===== src/rtl/core/csp_pkg.sv =====
package csp_pkg;

  localparam int WORD_W      = 32;
  localparam int CMD_W       = 3;
  localparam int STATUS_W    = 4;
  localparam int QUEUE_DEPTH = 2;
  localparam int QPTR_W      = (QUEUE_DEPTH > 1) ? $clog2(QUEUE_DEPTH) : 1;
  localparam int QCNT_W      = $clog2(QUEUE_DEPTH + 1);

  // command codes
  localparam logic [CMD_W-1:0] CMD_BEGIN   = 3'd0;
  localparam logic [CMD_W-1:0] CMD_END     = 3'd1;
  localparam logic [CMD_W-1:0] CMD_SETTING = 3'd2;
  localparam logic [CMD_W-1:0] CMD_SERVICE = 3'd3;
  localparam logic [CMD_W-1:0] CMD_CONSUME = 3'd4;

  // status codes
  localparam logic [STATUS_W-1:0] STAT_STARTED    = 4'd0;
  localparam logic [STATUS_W-1:0] STAT_ENDED      = 4'd1;
  localparam logic [STATUS_W-1:0] STAT_BOUNDARY   = 4'd2;
  localparam logic [STATUS_W-1:0] STAT_INVALID    = 4'd3;
  localparam logic [STATUS_W-1:0] STAT_NOT_SB     = 4'd4;
  localparam logic [STATUS_W-1:0] STAT_INTERV     = 4'd5;
  localparam logic [STATUS_W-1:0] STAT_UNEXPECTED = 4'd6;
  localparam logic [STATUS_W-1:0] STAT_BAD_VER    = 4'd7;
  localparam logic [STATUS_W-1:0] STAT_ACCEPTED   = 4'd8;
  localparam logic [STATUS_W-1:0] STAT_SUM_BAD    = 4'd9;
  localparam logic [STATUS_W-1:0] STAT_COMMIT_BAD = 4'd10;
  localparam logic [STATUS_W-1:0] STAT_COMMITTED  = 4'd11;
  localparam logic [STATUS_W-1:0] STAT_MATCHED    = 4'd12;
  localparam logic [STATUS_W-1:0] STAT_MISSING    = 4'd13;

  // configuration register indexes
  localparam logic [0:0] REG_VERSION = 1'b0;
  localparam logic [0:0] REG_BASE    = 1'b1;

  localparam logic [WORD_W-1:0] VERSION_RESET = 32'd1;
  localparam logic [WORD_W-1:0] BASE_RESET    = 32'd0;

  localparam logic [WORD_W-1:0] FNV_OFFSET    = 32'd2166136261;
  localparam logic [WORD_W-1:0] FNV_PRIME     = 32'd16777619;
  localparam logic [WORD_W-1:0] CHECK_DOMAIN  = 32'h4355_5231;
  localparam logic [WORD_W-1:0] COMMIT_DOMAIN = 32'h5343_4631;
  localparam logic [7:0]        BYTE_MASK     = 8'hff;

  function automatic logic [WORD_W-1:0] fnv_word(input logic [WORD_W-1:0] h,
                                                  input logic [WORD_W-1:0] w);
    logic [WORD_W-1:0] acc;
    logic [WORD_W-1:0] rest;
    acc  = h;
    rest = w;
    for (int k = 0; k < 4; k++) begin
      acc  = WORD_W'((acc ^ {24'b0, rest[7:0] & BYTE_MASK}) * FNV_PRIME);
      rest = rest >> 8;
    end
    return acc;
  endfunction

  // hash state after the fixed domain word; the rest is hashed at run time
  localparam logic [WORD_W-1:0] FNV_PREFIX = fnv_word(FNV_OFFSET, CHECK_DOMAIN);

  typedef struct packed {
    logic [CMD_W-1:0]         cmd;
    logic signed [WORD_W-1:0] setting_index;
    logic signed [WORD_W-1:0] setting_value;
  } in_item_t;

  typedef struct packed {
    logic [STATUS_W-1:0] status;
    logic [WORD_W-1:0]   frame_epoch;
    logic [WORD_W-1:0]   frame_sequence;
    logic [WORD_W-1:0]   frame_checksum;
  } out_item_t;

  // classified item handed from front to back
  typedef struct packed {
    logic [CMD_W-1:0]  cmd;
    logic              foreign;
    logic [2:0]        offset;
    logic [WORD_W-1:0] value;
  } cls_item_t;

  typedef struct packed {
    logic      empty;
    cls_item_t head;
  } q_status_t;

endpackage


===== src/rtl/core/csp_front.sv =====
module csp_front (
  input  logic                       push,
  output logic                       full,
  input  csp_pkg::in_item_t          in_data,
  input  logic [csp_pkg::WORD_W-1:0] base_index,
  input  logic                       q_full,
  output logic                       q_wr,
  output csp_pkg::cls_item_t         q_wdata
);
  import csp_pkg::*;

  logic signed [WORD_W:0] offset;

  // offset is exact over the whole signed range
  assign offset = {in_data.setting_index[WORD_W-1], in_data.setting_index}
                - {base_index[WORD_W-1], base_index};

  assign full = q_full;
  assign q_wr = push && !q_full;

  always_comb begin
    q_wdata.cmd     = in_data.cmd;
    q_wdata.offset  = offset[2:0];
    q_wdata.value   = in_data.setting_value;
    q_wdata.foreign = offset[WORD_W] || (offset[WORD_W-1:3] != '0) || (offset[2:0] > 3'd4);
  end

endmodule


===== src/rtl/core/csp_queue.sv =====
module csp_queue (
  input  logic               clk,
  input  logic               rst_n,
  input  logic               wr,
  input  csp_pkg::cls_item_t wdata,
  output logic               full,
  input  logic               rd,
  output csp_pkg::q_status_t q_stat
);
  import csp_pkg::*;

  cls_item_t         mem_r [QUEUE_DEPTH];
  logic [QPTR_W-1:0] wr_ptr_r, wr_ptr_nxt;
  logic [QPTR_W-1:0] rd_ptr_r, rd_ptr_nxt;
  logic [QCNT_W-1:0] count_r, count_nxt;
  logic              do_wr, do_rd;

  assign full         = (count_r == QCNT_W'(QUEUE_DEPTH));
  assign q_stat.empty = (count_r == '0);
  assign q_stat.head  = mem_r[rd_ptr_r];
  assign do_wr        = wr && !full;
  assign do_rd        = rd && !q_stat.empty;

  always_comb begin
    wr_ptr_nxt = wr_ptr_r;
    rd_ptr_nxt = rd_ptr_r;
    count_nxt  = count_r;
    if (do_wr) begin
      wr_ptr_nxt = (wr_ptr_r == QPTR_W'(QUEUE_DEPTH - 1)) ? '0 : wr_ptr_r + 1'b1;
    end
    if (do_rd) begin
      rd_ptr_nxt = (rd_ptr_r == QPTR_W'(QUEUE_DEPTH - 1)) ? '0 : rd_ptr_r + 1'b1;
    end
    if (do_wr && !do_rd) begin
      count_nxt = count_r + 1'b1;
    end else if (do_rd && !do_wr) begin
      count_nxt = count_r - 1'b1;
    end
  end

  always_ff @(posedge clk) begin
    if (!rst_n) begin
      wr_ptr_r <= '0;
      rd_ptr_r <= '0;
      count_r  <= '0;
    end else begin
      wr_ptr_r <= wr_ptr_nxt;
      rd_ptr_r <= rd_ptr_nxt;
      count_r  <= count_nxt;
    end
    if (do_wr) begin
      mem_r[wr_ptr_r] <= wdata;
    end
  end

endmodule


===== src/rtl/core/csp_back.sv =====
module csp_back (
  input  logic                       clk,
  input  logic                       rst_n,
  input  logic [csp_pkg::WORD_W-1:0] version,
  input  csp_pkg::q_status_t         q_stat,
  output logic                       q_pop,
  output logic                       empty,
  input  logic                       pop,
  output csp_pkg::out_item_t         out_data
);
  import csp_pkg::*;

  typedef enum logic [1:0] {BK_READY, BK_HASH, BK_CHECK} bk_state_t;
  typedef enum logic [2:0] {
    PH_IDLE     = 3'd0,
    PH_EPOCH    = 3'd1,
    PH_SEQUENCE = 3'd2,
    PH_CHECKSUM = 3'd3,
    PH_COMMIT   = 3'd4,
    PH_FRAME    = 3'd5,
    PH_POISONED = 3'd6
  } phase_t;

  bk_state_t         state_r, state_nxt;
  phase_t            phase_r, phase_nxt;
  logic              in_packet_r, in_packet_nxt;
  logic [WORD_W-1:0] pend_epoch_r, pend_epoch_nxt;
  logic [WORD_W-1:0] pend_seq_r, pend_seq_nxt;
  logic [WORD_W-1:0] pend_sum_r, pend_sum_nxt;
  logic [WORD_W-1:0] hash_r, hash_nxt;
  logic [WORD_W-1:0] chk_word_r, chk_word_nxt;
  logic [3:0]        cnt_r, cnt_nxt;
  logic              out_valid_r, out_valid_nxt;
  out_item_t         out_data_r, out_data_nxt;

  logic              out_free;
  logic [WORD_W-1:0] hash_word;
  logic [7:0]        hash_byte;
  logic [WORD_W-1:0] hash_step;
  logic [WORD_W-1:0] commit_word;
  cls_item_t         it;

  assign it       = q_stat.head;
  assign out_free = !out_valid_r || pop;
  assign empty    = !out_valid_r;
  assign out_data = out_data_r;
  assign q_pop    = (state_r == BK_READY) && !q_stat.empty && out_free;

  // 12 byte steps: version, epoch, sequence, low byte first
  always_comb begin
    case (cnt_r[3:2])
      2'd0:    hash_word = version;
      2'd1:    hash_word = pend_epoch_r;
      default: hash_word = pend_seq_r;
    endcase
  end
  assign hash_byte = hash_word[{cnt_r[1:0], 3'b000} +: 8];
  assign hash_step = WORD_W'((hash_r ^ {24'b0, hash_byte}) * FNV_PRIME);

  assign commit_word = COMMIT_DOMAIN
                     ^ {pend_sum_r[20:0], pend_sum_r[31:21]}
                     ^ {pend_epoch_r[28:0], pend_epoch_r[31:29]}
                     ^ {pend_seq_r[12:0], pend_seq_r[31:13]};

  always_comb begin
    state_nxt      = state_r;
    phase_nxt      = phase_r;
    in_packet_nxt  = in_packet_r;
    pend_epoch_nxt = pend_epoch_r;
    pend_seq_nxt   = pend_seq_r;
    pend_sum_nxt   = pend_sum_r;
    hash_nxt       = hash_r;
    chk_word_nxt   = chk_word_r;
    cnt_nxt        = cnt_r;
    out_valid_nxt  = out_valid_r && !pop;
    out_data_nxt   = out_data_r;

    case (state_r)
      BK_READY: begin
        if (q_pop) begin
          out_valid_nxt = 1'b1;
          out_data_nxt  = '0;
          case (it.cmd)
            CMD_BEGIN: begin
              out_data_nxt.status = in_packet_r ? STAT_BOUNDARY : STAT_STARTED;
              phase_nxt     = PH_IDLE;
              in_packet_nxt = 1'b1;
            end
            CMD_END, CMD_SETTING, CMD_SERVICE, CMD_CONSUME: begin
              if (!in_packet_r) begin
                out_data_nxt.status = STAT_INVALID;
              end else if (it.cmd == CMD_END) begin
                out_data_nxt.status = (phase_r != PH_IDLE) ? STAT_BOUNDARY : STAT_ENDED;
                phase_nxt     = PH_IDLE;
                in_packet_nxt = 1'b0;
              end else if (it.cmd == CMD_SERVICE) begin
                if (phase_r == PH_IDLE) begin
                  out_data_nxt.status = STAT_NOT_SB;
                end else begin
                  out_data_nxt.status = STAT_INTERV;
                  phase_nxt = PH_POISONED;
                end
              end else if (it.cmd == CMD_CONSUME) begin
                if (phase_r != PH_FRAME) begin
                  out_data_nxt.status = STAT_MISSING;
                  phase_nxt = PH_POISONED;
                end else begin
                  out_data_nxt.status         = STAT_MATCHED;
                  out_data_nxt.frame_epoch    = pend_epoch_r;
                  out_data_nxt.frame_sequence = pend_seq_r;
                  out_data_nxt.frame_checksum = pend_sum_r;
                  phase_nxt = PH_IDLE;
                end
              end else if (it.foreign) begin
                if (phase_r != PH_IDLE) begin
                  out_data_nxt.status = STAT_INTERV;
                  phase_nxt = PH_POISONED;
                end else begin
                  out_data_nxt.status = STAT_NOT_SB;
                end
              end else if (phase_r == PH_POISONED) begin
                out_data_nxt.status = STAT_UNEXPECTED;
              end else if (it.offset == 3'd0) begin
                if (phase_r != PH_IDLE) begin
                  out_data_nxt.status = STAT_UNEXPECTED;
                  phase_nxt = PH_POISONED;
                end else if (it.value != version) begin
                  out_data_nxt.status = STAT_BAD_VER;
                  phase_nxt = PH_POISONED;
                end else begin
                  out_data_nxt.status = STAT_ACCEPTED;
                  phase_nxt = PH_EPOCH;
                end
              end else if (phase_r == PH_IDLE || phase_r == PH_FRAME
                           || it.offset != 3'(phase_r)) begin
                out_data_nxt.status = STAT_UNEXPECTED;
                phase_nxt = PH_POISONED;
              end else if (phase_r == PH_EPOCH) begin
                out_data_nxt.status = STAT_ACCEPTED;
                pend_epoch_nxt = it.value;
                phase_nxt      = PH_SEQUENCE;
              end else if (phase_r == PH_SEQUENCE) begin
                if (pend_epoch_r == '0 && it.value != '0) begin
                  out_data_nxt.status = STAT_UNEXPECTED;
                  phase_nxt = PH_POISONED;
                end else begin
                  out_data_nxt.status = STAT_ACCEPTED;
                  pend_seq_nxt = it.value;
                  phase_nxt    = PH_CHECKSUM;
                end
              end else if (phase_r == PH_CHECKSUM) begin
                // result is held back until the header hash is done
                out_valid_nxt = out_valid_r && !pop;
                out_data_nxt  = out_data_r;
                chk_word_nxt  = it.value;
                hash_nxt      = FNV_PREFIX;
                cnt_nxt       = '0;
                state_nxt     = BK_HASH;
              end else if (it.value != commit_word) begin
                out_data_nxt.status = STAT_COMMIT_BAD;
                phase_nxt = PH_POISONED;
              end else begin
                out_data_nxt.status = STAT_COMMITTED;
                phase_nxt = PH_FRAME;
              end
            end
            default: begin
              out_data_nxt.status = STAT_INVALID;
            end
          endcase
        end
      end
      BK_HASH: begin
        hash_nxt = hash_step;
        cnt_nxt  = cnt_r + 1'b1;
        if (cnt_r == 4'd11) begin
          state_nxt = BK_CHECK;
        end
      end
      BK_CHECK: begin
        if (out_free) begin
          out_valid_nxt = 1'b1;
          out_data_nxt  = '0;
          state_nxt     = BK_READY;
          if (chk_word_r != hash_r) begin
            out_data_nxt.status = STAT_SUM_BAD;
            phase_nxt = PH_POISONED;
          end else begin
            out_data_nxt.status = STAT_ACCEPTED;
            pend_sum_nxt = chk_word_r;
            phase_nxt    = PH_COMMIT;
          end
        end
      end
      default: begin
        state_nxt = BK_READY;
      end
    endcase

    // idle and poisoned both drop the pending tuple
    if (phase_nxt == PH_IDLE || phase_nxt == PH_POISONED) begin
      pend_epoch_nxt = '0;
      pend_seq_nxt   = '0;
      pend_sum_nxt   = '0;
    end
  end

  always_ff @(posedge clk) begin
    if (!rst_n) begin
      state_r      <= BK_READY;
      phase_r      <= PH_IDLE;
      in_packet_r  <= 1'b0;
      out_valid_r  <= 1'b0;
      pend_epoch_r <= '0;
      pend_seq_r   <= '0;
      pend_sum_r   <= '0;
      cnt_r        <= '0;
    end else begin
      state_r      <= state_nxt;
      phase_r      <= phase_nxt;
      in_packet_r  <= in_packet_nxt;
      out_valid_r  <= out_valid_nxt;
      pend_epoch_r <= pend_epoch_nxt;
      pend_seq_r   <= pend_seq_nxt;
      pend_sum_r   <= pend_sum_nxt;
      cnt_r        <= cnt_nxt;
    end
    hash_r     <= hash_nxt;
    chk_word_r <= chk_word_nxt;
    out_data_r <= out_data_nxt;
  end

`ifndef SYNTHESIS
  a_no_pop_busy: assert property (@(posedge clk) disable iff (!rst_n)
    (state_r != BK_READY) |-> !q_pop)
    else $error("queue popped while hashing");

  a_cnt_range: assert property (@(posedge clk) disable iff (!rst_n)
    (state_r == BK_HASH) |-> (cnt_r <= 4'd11))
    else $error("hash step count out of range");

  a_hash_to_check: assert property (@(posedge clk) disable iff (!rst_n)
    (state_r == BK_HASH && cnt_r == 4'd11) |=> (state_r == BK_CHECK))
    else $error("hash did not finish into check");

  a_phase_in_packet: assert property (@(posedge clk) disable iff (!rst_n)
    (phase_r != PH_IDLE) |-> in_packet_r)
    else $error("sideband phase active outside a packet");

  a_tuple_zero: assert property (@(posedge clk) disable iff (!rst_n)
    (out_valid_r && out_data_r.status != STAT_MATCHED) |->
      (out_data_r.frame_epoch == '0 && out_data_r.frame_sequence == '0
       && out_data_r.frame_checksum == '0))
    else $error("tuple fields set on a non-matched result");
`endif

endmodule


===== src/rtl/core/cursor_sideband_parser.sv =====
// Channel   Handshake            Payload               Accepted when
// input     push / full          in_data               push && !full
// result    empty / pop          out_data              pop && !empty
// config    cfg_we               cfg_index, cfg_wdata  cfg_we
//
// A checksum setting holds the back end while its header hash runs, one FNV
// byte step per cycle through one 32x32 constant multiplier over 12 bytes,
// between issue and compare; other transactions are resolved as they are
// popped. Each result is registered before it reaches the ports. A 2-entry
// queue decouples the classifier from the back end; full rises only when
// both entries hold transactions. The result register frees while pop is
// high. Reset is synchronous, active low; config registers return to their reset values.
module cursor_sideband_parser (
  input  logic                       clk,
  input  logic                       rst_n,
  input  logic                       push,
  output logic                       full,
  input  csp_pkg::in_item_t          in_data,
  output logic                       empty,
  input  logic                       pop,
  output csp_pkg::out_item_t         out_data,
  input  logic                       cfg_we,
  input  logic [0:0]                 cfg_index,
  input  logic [csp_pkg::WORD_W-1:0] cfg_wdata
);
  import csp_pkg::*;

  logic [WORD_W-1:0] version_r;
  logic [WORD_W-1:0] base_r;
  logic              q_full;
  logic              q_wr;
  logic              q_pop;
  cls_item_t         q_wdata;
  q_status_t         q_stat;

  always_ff @(posedge clk) begin
    if (!rst_n) begin
      version_r <= VERSION_RESET;
      base_r    <= BASE_RESET;
    end else if (cfg_we) begin
      case (cfg_index)
        REG_VERSION: version_r <= cfg_wdata;
        REG_BASE:    base_r    <= cfg_wdata;
        default: ;
      endcase
    end
  end

  csp_front u_front (
    .push       (push),
    .full       (full),
    .in_data    (in_data),
    .base_index (base_r),
    .q_full     (q_full),
    .q_wr       (q_wr),
    .q_wdata    (q_wdata)
  );

  csp_queue u_queue (
    .clk    (clk),
    .rst_n  (rst_n),
    .wr     (q_wr),
    .wdata  (q_wdata),
    .full   (q_full),
    .rd     (q_pop),
    .q_stat (q_stat)
  );

  csp_back u_back (
    .clk      (clk),
    .rst_n    (rst_n),
    .version  (version_r),
    .q_stat   (q_stat),
    .q_pop    (q_pop),
    .empty    (empty),
    .pop      (pop),
    .out_data (out_data)
  );

endmodule


===== config.mk =====
export PLATFORM = sky130hd
export DESIGN_NAME = cursor_sideband_parser
export DESIGN_NICKNAME = d
export VERILOG_FILES = /design/src/rtl/core/csp_pkg.sv /design/src/rtl/core/csp_front.sv /design/src/rtl/core/csp_queue.sv /design/src/rtl/core/csp_back.sv /design/src/rtl/core/cursor_sideband_parser.sv
export SDC_FILE = /design/constraint.sdc
export NUM_CORES = 1
export LEC_CHECK = 0
export ABC_AREA = 1
export BUFFER_PORTS_ARGS = -buffer_cell sky130_fd_sc_hd__buf_2
export CAP_MARGIN = 0
export CORE_MARGIN = 2
export CORE_UTILIZATION = 40
export CTS_CLUSTER_DIAMETER = 50
export DETAILED_ROUTE_END_ITERATION = 8
export SLEW_MARGIN = 20
export SYNTH_ARGS = -nofsm -noshare
export SYNTH_HDL_FRONTEND = slang
export SYNTH_SLANG_ARGS = --single-unit
export TNS_END_PERCENT = 1

===== constraint.sdc =====
create_clock -name clk -period 10.7 [get_ports clk]
set_input_delay 2.14 -clock clk [delete_from_list [all_inputs] [get_ports clk]]
set_output_delay 2.14 -clock clk [all_outputs]
set_load 0.005 [all_outputs]

* After elaboration in Yosys (flattened, before gate mapping)
Memory sizes are Yosys's and may differ from the RTL's. A register that Yosys moved wholly into a read port is not among the register bits.
Index checks and enable logic that the tools add are counted.
** Word-level totals
- RAM bits :: 78
- Bits of input ports :: 105
- Output and inout bits :: 102
- Memories :: 1
- Word-level logic and storage cells :: 261
- Flip-flop bits (word level) :: 339
** Cells by class
- Shift-type cells :: 1
- Mux-type cells :: 131
- Bitwise gates (word level) :: 17
- Add/sub/neg operators :: 6
- Magnitude comparators :: 1
- Equality and inequality tests :: 36
- Multipliers :: 1
- Reductions and logical operators :: 48
** Memories
- u_queue.mem_r :: depth 2, width 39, read ports 1, clocked after Yosys merged registers in 1, write ports 1, line csp_queue.sv:12 : cls_item_t mem_r [QUEUE_DEPTH];
** Operators with widths (count)
- $mux 96 :: 12
- $mux 32 :: 13
- $mux 100 :: 3
- $pmux 100 s2 :: 1
- $pmux 32 s2 :: 2
- $mux 4 :: 26
- $ne 32x32->1 :: 3
- $xor 32x32->32 :: 2
- $mux 3 :: 19
- $mux 2 :: 21
- $reduce_and 14->1 :: 3
- $sub 32x32->33 :: 1
- $logic_not 32->1 :: 1
- $mul 32x25->32 const B :: 1
- $reduce_bool 32->1 :: 1
- $shiftx 32x6->8 :: 1
- $xor 32x8->32 :: 1
- $reduce_bool 29->1 :: 1
- $mux 1 :: 27
- $ne 2x2->1 const B :: 12
- $pmux 4 s2 :: 2
- $reduce_and 15->1 :: 1
- $ne 13x13->1 const B :: 1
- $not 1->1 :: 13
- 31 further kinds :: 73

* Longest topological paths before layout
Gate-level depths: netlist of run 1.
- Depth after elaboration :: 22
- Mapped depth :: 35

* Hierarchy
Synthesis of run 1 repeated with hierarchy kept, for this count alone.
** Second synthesis, totals
- Cells, all modules :: 3516
- Area, all modules :: 28492.3 um^2
** By module, submodules not included
- csp_back :: area an instance 19506.2 um^2, cells each 2313, instances 1, seq. area each 7066.8 um^2
- csp_front :: area an instance 3360.7 um^2, cells each 695, instances 1, seq. area each 0.0 um^2
- csp_queue :: area an instance 3105.5 um^2, cells each 159, instances 1, seq. area each 2442.3 um^2
- cursor_sideband_parser :: area an instance 2519.9 um^2, cells each 349, instances 1, seq. area each 1281.2 um^2

* Worst setup path after synthesis of run 1
OpenSTA, ideal clock, no wires.
- Kind :: input -> register
- Start :: in pop
- End :: reg u_back.out_data_r (netlist bit u_back.out_data[0]) (enable)
- Required time :: 10.019 ns
- Arrival :: 9.364 ns
- Stages :: 6
- Setup time :: 0.681 ns
- Path slack :: 0.654 ns
- Cells stage by stage :: nor2_1 -> inv_1 -> nand2_1 -> inv_1 -> nor2_1 -> nor3_1
** Between the ends
- Cells in the longest elaborated chain, start to end :: 4
- Elaborated cells between the ends (all ways) :: 5
- Classes of those cells :: eq/ne (2); reduce/logical (3)
** Ends and longest elaborated chain
- from (decl) :: line cursor_sideband_parser.sv:20 : input logic pop,
- $logic_or 1x1->1 * :: line csp_back.sv:44 : assign out_free = !out_valid_r || pop;
- $logic_and 1x1->1 :: line csp_back.sv:47 : assign q_pop = (state_r == BK_READY) && !q_stat.empty && out_free;
- $ne 2x2->1 (no line)
- $reduce_and 4->1 (no line) *
- to (signal assigned) :: line csp_back.sv:230 : out_data_r <= out_data_nxt;
- to (decl) :: line csp_back.sv:34 : out_item_t out_data_r, out_data_nxt;
Mark *: on every way between the ends. The rest lies on a longest branch, timed or not.
A chain may end at the register's enable or synchronous reset.

* Worst setup path after layout of run 1
- Start :: reg u_back.cnt_r[3]
- End :: reg u_back.hash_r[30], data pin
** Between the ends
- Cells in the longest elaborated chain, start to end :: 6
- Elaborated cells between the ends (all ways) :: 7
- Classes of those cells :: mul (1); eq/ne (1); shift (1); mux (2); bitwise (1); reduce/logical (1)
** Ends and longest elaborated chain
- from (decl) :: line csp_back.sv:32 : logic [3:0] cnt_r, cnt_nxt;
- from (signal assigned) :: line csp_back.sv:226 : cnt_r <= cnt_nxt;
- $eq 2x1->1 or $logic_not 2->1 (tied branches) :: line csp_back.sv:51 : case (cnt_r[3:2])
- $pmux 32 s2 * :: line csp_back.sv:51
- $shiftx 32x6->8 * :: line csp_back.sv:57 : assign hash_byte = hash_word[{cnt_r[1:0], 3'b000} +: 8];
- $xor 32x8->32 * :: line csp_back.sv:58 : assign hash_step = WORD_W'((hash_r ^ {24'b0, hash_byte}) * FNV_PRIME);
- $mul 32x25->32 * :: line csp_back.sv:58
- $pmux 32 s2 * :: line csp_back.sv:78 : case (state_r)
- to (signal assigned) :: line csp_back.sv:228 : hash_r <= hash_nxt;
- to (decl) :: line csp_back.sv:30 : logic [WORD_W-1:0] hash_r, hash_nxt;
Marked as above.

==> run metrics, run 1 <==
first-pass GRT wire length=130000 um; number of CTS-inserted buffers=58; Starting Density=40.3%; WL final=88100 um; Hold Fails Final Rpt=0; syn nets=3699; Gate Count Post-Synth=3300; Synth Warn #=0; RSZ-0062 raised after global routing=false; Resize count post-CTS=0; placed insts=4313; CP max stage delay=0.84 ns; Placed Area=28900 um2; core box area=67000 um2; post-synthesis sequential area ratio=39.9%; clock slew at reported path FFs=0.06 ns; Mapped Avg Cell Area=8.19 um2; Max IR drop VDD=0.136 mV; P&R area growth vs syn=14.4%; Clock Sink Count=418; post-place setup slack=2.47 ns; Final min period=8.49 ns; vias in the first global route=21.1k; PortBufs=206; setup TNS=0 ns; htree depth=2; cell with the most instances after synthesis=nand2_1; Max-cap violations=0; Primary FF master, synth=edfxtp_1; largest net degree at the start of global routing=91; final hold slack=0.434 ns; post-CTS setup buffer count=0; final net count=3899; die width=264 um; Post-synth EDFFs=242; Clock Tree Buf Depth=3; Slew Limit Fails=0; Congestion Overflow GR=0; post-route ant nets=0; setup violators final=0; Worst Path Class, Setup=reg2reg; leakage power=13.4 nW; initial antenna violation count=13; worst hold path class=reg2reg; DIE AREA=69700 um2; initial drt markers=2114; Total Routing Usage GR=24.9%; routability cong.=0.991; register bit count reported by yosys=418; power per cell area=190 nW/um2; Residual DRC=0; Critical-path top delay cell=nor2_1; Post-DP HPWL=68600 um; fmax=118 MHz; Tot Pwr=5.86 mW; Final Util=46.1%; num rows=95; I/O pins=207; clk root buf=clkbuf_16; leading area contributor after synthesis=edfxtp_1; fin cells=4423; worst clock skew=0.0430 ns; TritonCTS clock tree=done; Yosys top cell area share=26.9%; required time of the critical path=11.17 ns; layout cell share with drive strength beyond 1=12.3%; DR vias/cell=5.17; routed wire length per instance=19.9 um; Synth Cell Area=27000 um2; Worst-Skew Late Latency=0.65 ns; Synth area leaders=edfxtp_1 27%, dfxtp_1 13%, ha_1 10%, nand2_1 9.3%, inv_1 8.1%; Post-synth top cells=670 x nand2_1, 583 x inv_1, 280 x a21oi_1, 265 x nor2_1, 242 x edfxtp_1; WP data arrival=8.96 ns; crit share post-route=79.3%; status=completed; CP endpoint kind=flip-flop; Critical Path Fanout Max=18; total number of vias=22.9k; Hold-fix buffers, CTS=0; synth unique cells=52; TritonRoute pass-1 iters=7; Tightest Pin Transition=1.19 ns; slew margin rel.=20.0%; Critical Path Start Type=flip-flop; post-route design area=30900 um2; final worst slack=2.21 ns; die height=264 um; Post-synth ARST share=0%
power by group:
group	internal (mW)	switching, mW	total (mW)
clock network	1.17	0.817	1.98
registers	2.01	0.0675	2.07
logic	0.534	1.27	1.81
total	3.71	2.16	5.86
path summary, 6_finish.rpt:
| kind | from | end | slack [ns] | depth (start not counted) |
|---|---|---|---|---|
| worst max-delay path | u_back.cnt_r[3] | u_back.hash_r[30] | 2.21 | 30 |
| worst max register to register | u_back.cnt_r[3] | u_back.hash_r[30] | 2.21 | 30 |
| worst min register to register | u_queue.rd_ptr_r | flip-flop | 0.43 | 1 |
| worst min-delay path | u_queue.rd_ptr_r | flip-flop | 0.43 | 1 |
layer usage:
metal / global-route usage (%) / share of wire (%)
met1: 35.4 / 44
met3: 4.70 / 8.5
met4: 8.54 / 3.4
met2: 37.8 / 43
met5: 0 / 0.13
cells by family (layout without fill, tap and decap cells):
group           after synthesis  count (layout)  share of synthesized area, %
other cells                   0               1                             0
buf+inv                     699             948                          10.3
flops                       418             418                          39.9
simple gates               1159            1159                          17.6
fa+ha+maj                   294             294                          15.7
compound gates              641             641                          13.6
xor+xnor                     71              71                          2.30
mux                          18              18                         0.667
flip-flops by register name, indices dropped and copies added (netlist names), 3 cells and up, named ones only:
signal and count:
u_back.pend_seq_r 32, u_back.out_data 100, u_back.hash_r 32, version_r 32
u_back.cnt_r 4, u_back.chk_word_r 32, u_back.pend_epoch_r 32, u_back.phase_r 3
base_r 32, u_queue.mem_r 78, u_back.pend_sum_r 32
final cells by class:
cell class / instances / area [um2]
diodes: 1 / 2.50
repair buffers: 231 / 1220
clock buffers: 67 / 1520
inverters: 608 / 2280
fillers: 6728 / 36100
clock inverters: 42 / 487
well taps: 873 / 1090
multi-input cells: 2183 / 13500
flip-flops and latches: 418 / 10800
worst max-delay path: cells and delay by family (launching register included):
kind                     cells  cell delay, ns
AO/OA/AOI/OAI               11            2.25
XOR/XNOR                     1            0.34
adder cells (fa/ha/maj)      8            2.98
buffers and inverters        6            1.19
flip-flops                   1            0.43
AND/OR/NAND/NOR              4            1.12
cells in the final DEF, fill, tap and decap left out, drive strengths merged, types with 3 or more instances in the layout:
| master | n |
|---|---|
| a211oi | 4 |
| a21boi | 7 |
| a21o | 6 |
| a21oi | 320 |
| a221oi | 4 |
| a31oi | 5 |
| buf | 231 |
| bufinv | 5 |
| clkbuf | 67 |
| clkinv | 23 |
| clkinvlp | 4 |
| dfxtp | 176 |
| edfxtp | 242 |
| fa | 75 |
| ha | 219 |
| inv | 618 |
| mux2i | 18 |
| nand2 | 677 |
| nand3 | 123 |
| nand3b | 3 |
| nand4 | 28 |
| nor2 | 269 |
| nor3 | 22 |
| nor4 | 11 |
| o2111ai | 4 |
| o211ai | 7 |
| o21a | 14 |
| o21ai | 216 |
| o21bai | 4 |
| o221ai | 15 |
| o22ai | 22 |
| o311ai | 8 |
| or2 | 26 |
| xnor2 | 40 |
| xor2 | 31 |
Note: power is estimated with default switching activity, not from simulation.
==> inputs of run 2 (changes only) <==
==> constraint.sdc (replaced) <==
create_clock -name clk -period 7.3 [get_ports clk]
set_input_delay 1.46 -clock clk [delete_from_list [all_inputs] [get_ports clk]]
set_output_delay 1.46 -clock clk [all_outputs]
set_load 0.005 [all_outputs]
==> run metrics, run 2 (same netlist as run 1, synthesis figures left out) <==
status=completed (unchanged); post-route ant nets=0 (unchanged); Clock Tree Buf Depth=3 (unchanged); Residual DRC=0 (unchanged); R2R Path Start=u_back.cnt_r[3] (unchanged); R2R depth=30 (unchanged); Placed Area=29200 um2 (was 28900 um2); Starting Density=40.3% (unchanged); htree depth=2 (unchanged); Critical Path Fanout Max=8 (was 18); number of filler cells placed in the layout=6595 (was 6728); total number of vias=23.1k (was 22.9k); placed insts=4344 (was 4313); cell repeated most along the worst path=ha_1; fin cells=4462 (was 4423); vias in the first global route=21.7k (was 21.1k); Critical-path top delay cell=fa_1 (was nor2_1); setup violators final=0 (unchanged); hold_sp=u_queue.rd_ptr_r (unchanged); I/O pins=207 (unchanged); largest net degree at the start of global routing=97 (was 91); fmax=147 MHz (was 118 MHz); RR Endpoint=u_back.hash_r[26] (was u_back.hash_r[30]); initial antenna violation count=17 (was 13); Final min period=6.82 ns (was 8.49 ns); post-route design area=31300 um2 (was 30900 um2); crit share post-route=93.5% (was 79.3%); Worst Path Buf+Inv=8 (was 6); clk root buf=clkbuf_16 (unchanged); commonest cells after routing, fill and taps aside=670 x nand2_1, 582 x inv_1, 279 x a21oi_1 (was 670 x nand2_1, 583 x inv_1, 280 x a21oi_1); CP delay by family, top=adder cells (unchanged); layout cell share with drive strength beyond 1=13.7% (was 12.3%); clock slew at reported path FFs=0.06 ns (about the same); max FFs per register=100 (unchanged); Tightest Pin Transition=1.17 ns (was 1.19 ns); Tot Pwr=8.63 mW (was 5.86 mW); core box area=67000 um2 (unchanged); CP endpoint kind=flip-flop (unchanged); Clock Sink Count=418 (unchanged); hold path depth=1 (unchanged); Post-DP HPWL=69400 um (was 68600 um); FF/Latch Area=10800 um2 (unchanged); worst clock skew=0.0342 ns (was 0.0430 ns); final net count=3934 (was 3899); Congestion Overflow GR=0 (unchanged); DR vias/cell=5.19 (was 5.17); Worst-Skew Late Latency=0.64 ns (was 0.65 ns); die height=264 um (unchanged); initial drt markers=2038 (was 2114); leakage power=13.6 nW (was 13.4 nW); first-pass GRT wire length=133000 um (was 130000 um); num rows=95 (unchanged); slew margin rel.=21.2% (was 20.0%); P&R area growth vs syn=15.6% (was 14.4%); number of CTS-inserted buffers=58 (unchanged); WL final=88400 um (was 88100 um); WP data arrival=7.20 ns (was 8.96 ns); routed wire length per instance=19.8 um (was 19.9 um); TritonCTS clock tree=done (unchanged); Max IR drop VDD=0.191 mV (was 0.136 mV); PortBufs=206 (unchanged); Worst Path Class, Setup=reg2reg (unchanged); Critical Path Start Type=flip-flop (unchanged); routability cong.=0.966 (was 0.991); Slew Limit Fails=0 (unchanged); leading cell type in the layout, fill and taps excluded=nand2_1 (unchanged); DIE AREA=69700 um2 (unchanged); power per cell area=276 nW/um2 (was 190 nW/um2); Max-cap violations=0 (unchanged); multi-input logic area=13600 um2 (was 13500 um2); reg2reg setup slack=0.48 ns (was 2.21 ns); CP max stage delay=0.52 ns (was 0.84 ns); Total Routing Usage GR=25.3% (was 24.9%); setup TNS=0 ns (unchanged); worst hold path class=reg2reg (unchanged); Hold Fails Final Rpt=0 (unchanged); required time of the critical path=7.68 ns (was 11.17 ns); die width=264 um (unchanged); TritonRoute pass-1 iters=6 (was 7)
==> run 2: cell count changes in the layout (fill, tap and decap cells not counted), sizes merged <==
cell / change
buf: +35
bufinv: -1
clkbuf: -1
clkinv: +3
clkinvlp: -1
diode: +3
inv: +1
==> run 2: routing by layer <==
metal  routed length, um  GRT usage [%]  part of all wire (%)
met1               38900           35.8                    44
met2               37700           38.3                    43
met3                8320           5.08                   9.4
met4                3390           8.98                   3.8
met5                 114              0                  0.13
==> run 2: area by class of cell <==
cell class	count	share of cell area (%)
multi-input combinational	2183	43.4
sequential	418	34.5
inverter	608	7.31
clock buffer	66	4.91
timing repair buffer	266	4.78
tap	873	3.50
clock inverter	44	1.53
antenna	4	0.0320
==> run 2: worst max path at each step <==
stage / from / endpoint / slack (ns) / cells past startpoint
2_1_floorplan: u_back.cnt_r[2] / u_back.hash_r[30] / 0.56 / 30
3_3_place_gp: u_back.cnt_r[3] / u_back.hash_r[26] / 0.35 / 31
3_5_place_dp: u_back.cnt_r[3] / u_back.hash_r[26] / 0.30 / 29
4_1_cts: u_back.cnt_r[3] / u_back.hash_r[26] / 0.26 / 29
5_1_grt: u_back.cnt_r[3] / u_back.hash_r[30] / -0.006 / 30
6_report: u_back.cnt_r[3] / u_back.hash_r[26] / 0.48 / 30
==> run 2: through the flow <==
stage	worst slack, ns	util, %	hold slack, ns
after floorplan	0.563	-	0.426
after global placement	0.350	43.5	0.431
after detailed placement	0.303	43.5	0.446
after CTS	0.261	46.5	0.454
after global routing	-0.00645	46.6	0.467
final	0.477	46.6	0.448
==> run 2: where the power goes <==
group	total (mW)	leakage, nW	switching (mW)	internal (mW)
clock	2.90	0.985	1.20	1.70
combinational	2.70	8.95	1.88	0.818
sequential	3.03	3.72	0.0961	2.94
==> run 2: what timing repair did <==
item	CTS	global route
hold buffers	0	0
setup buffers	0	4
endpoints found under the hold margin	0	0
setup endpoints to repair	0	8
gates resized for setup	0	15
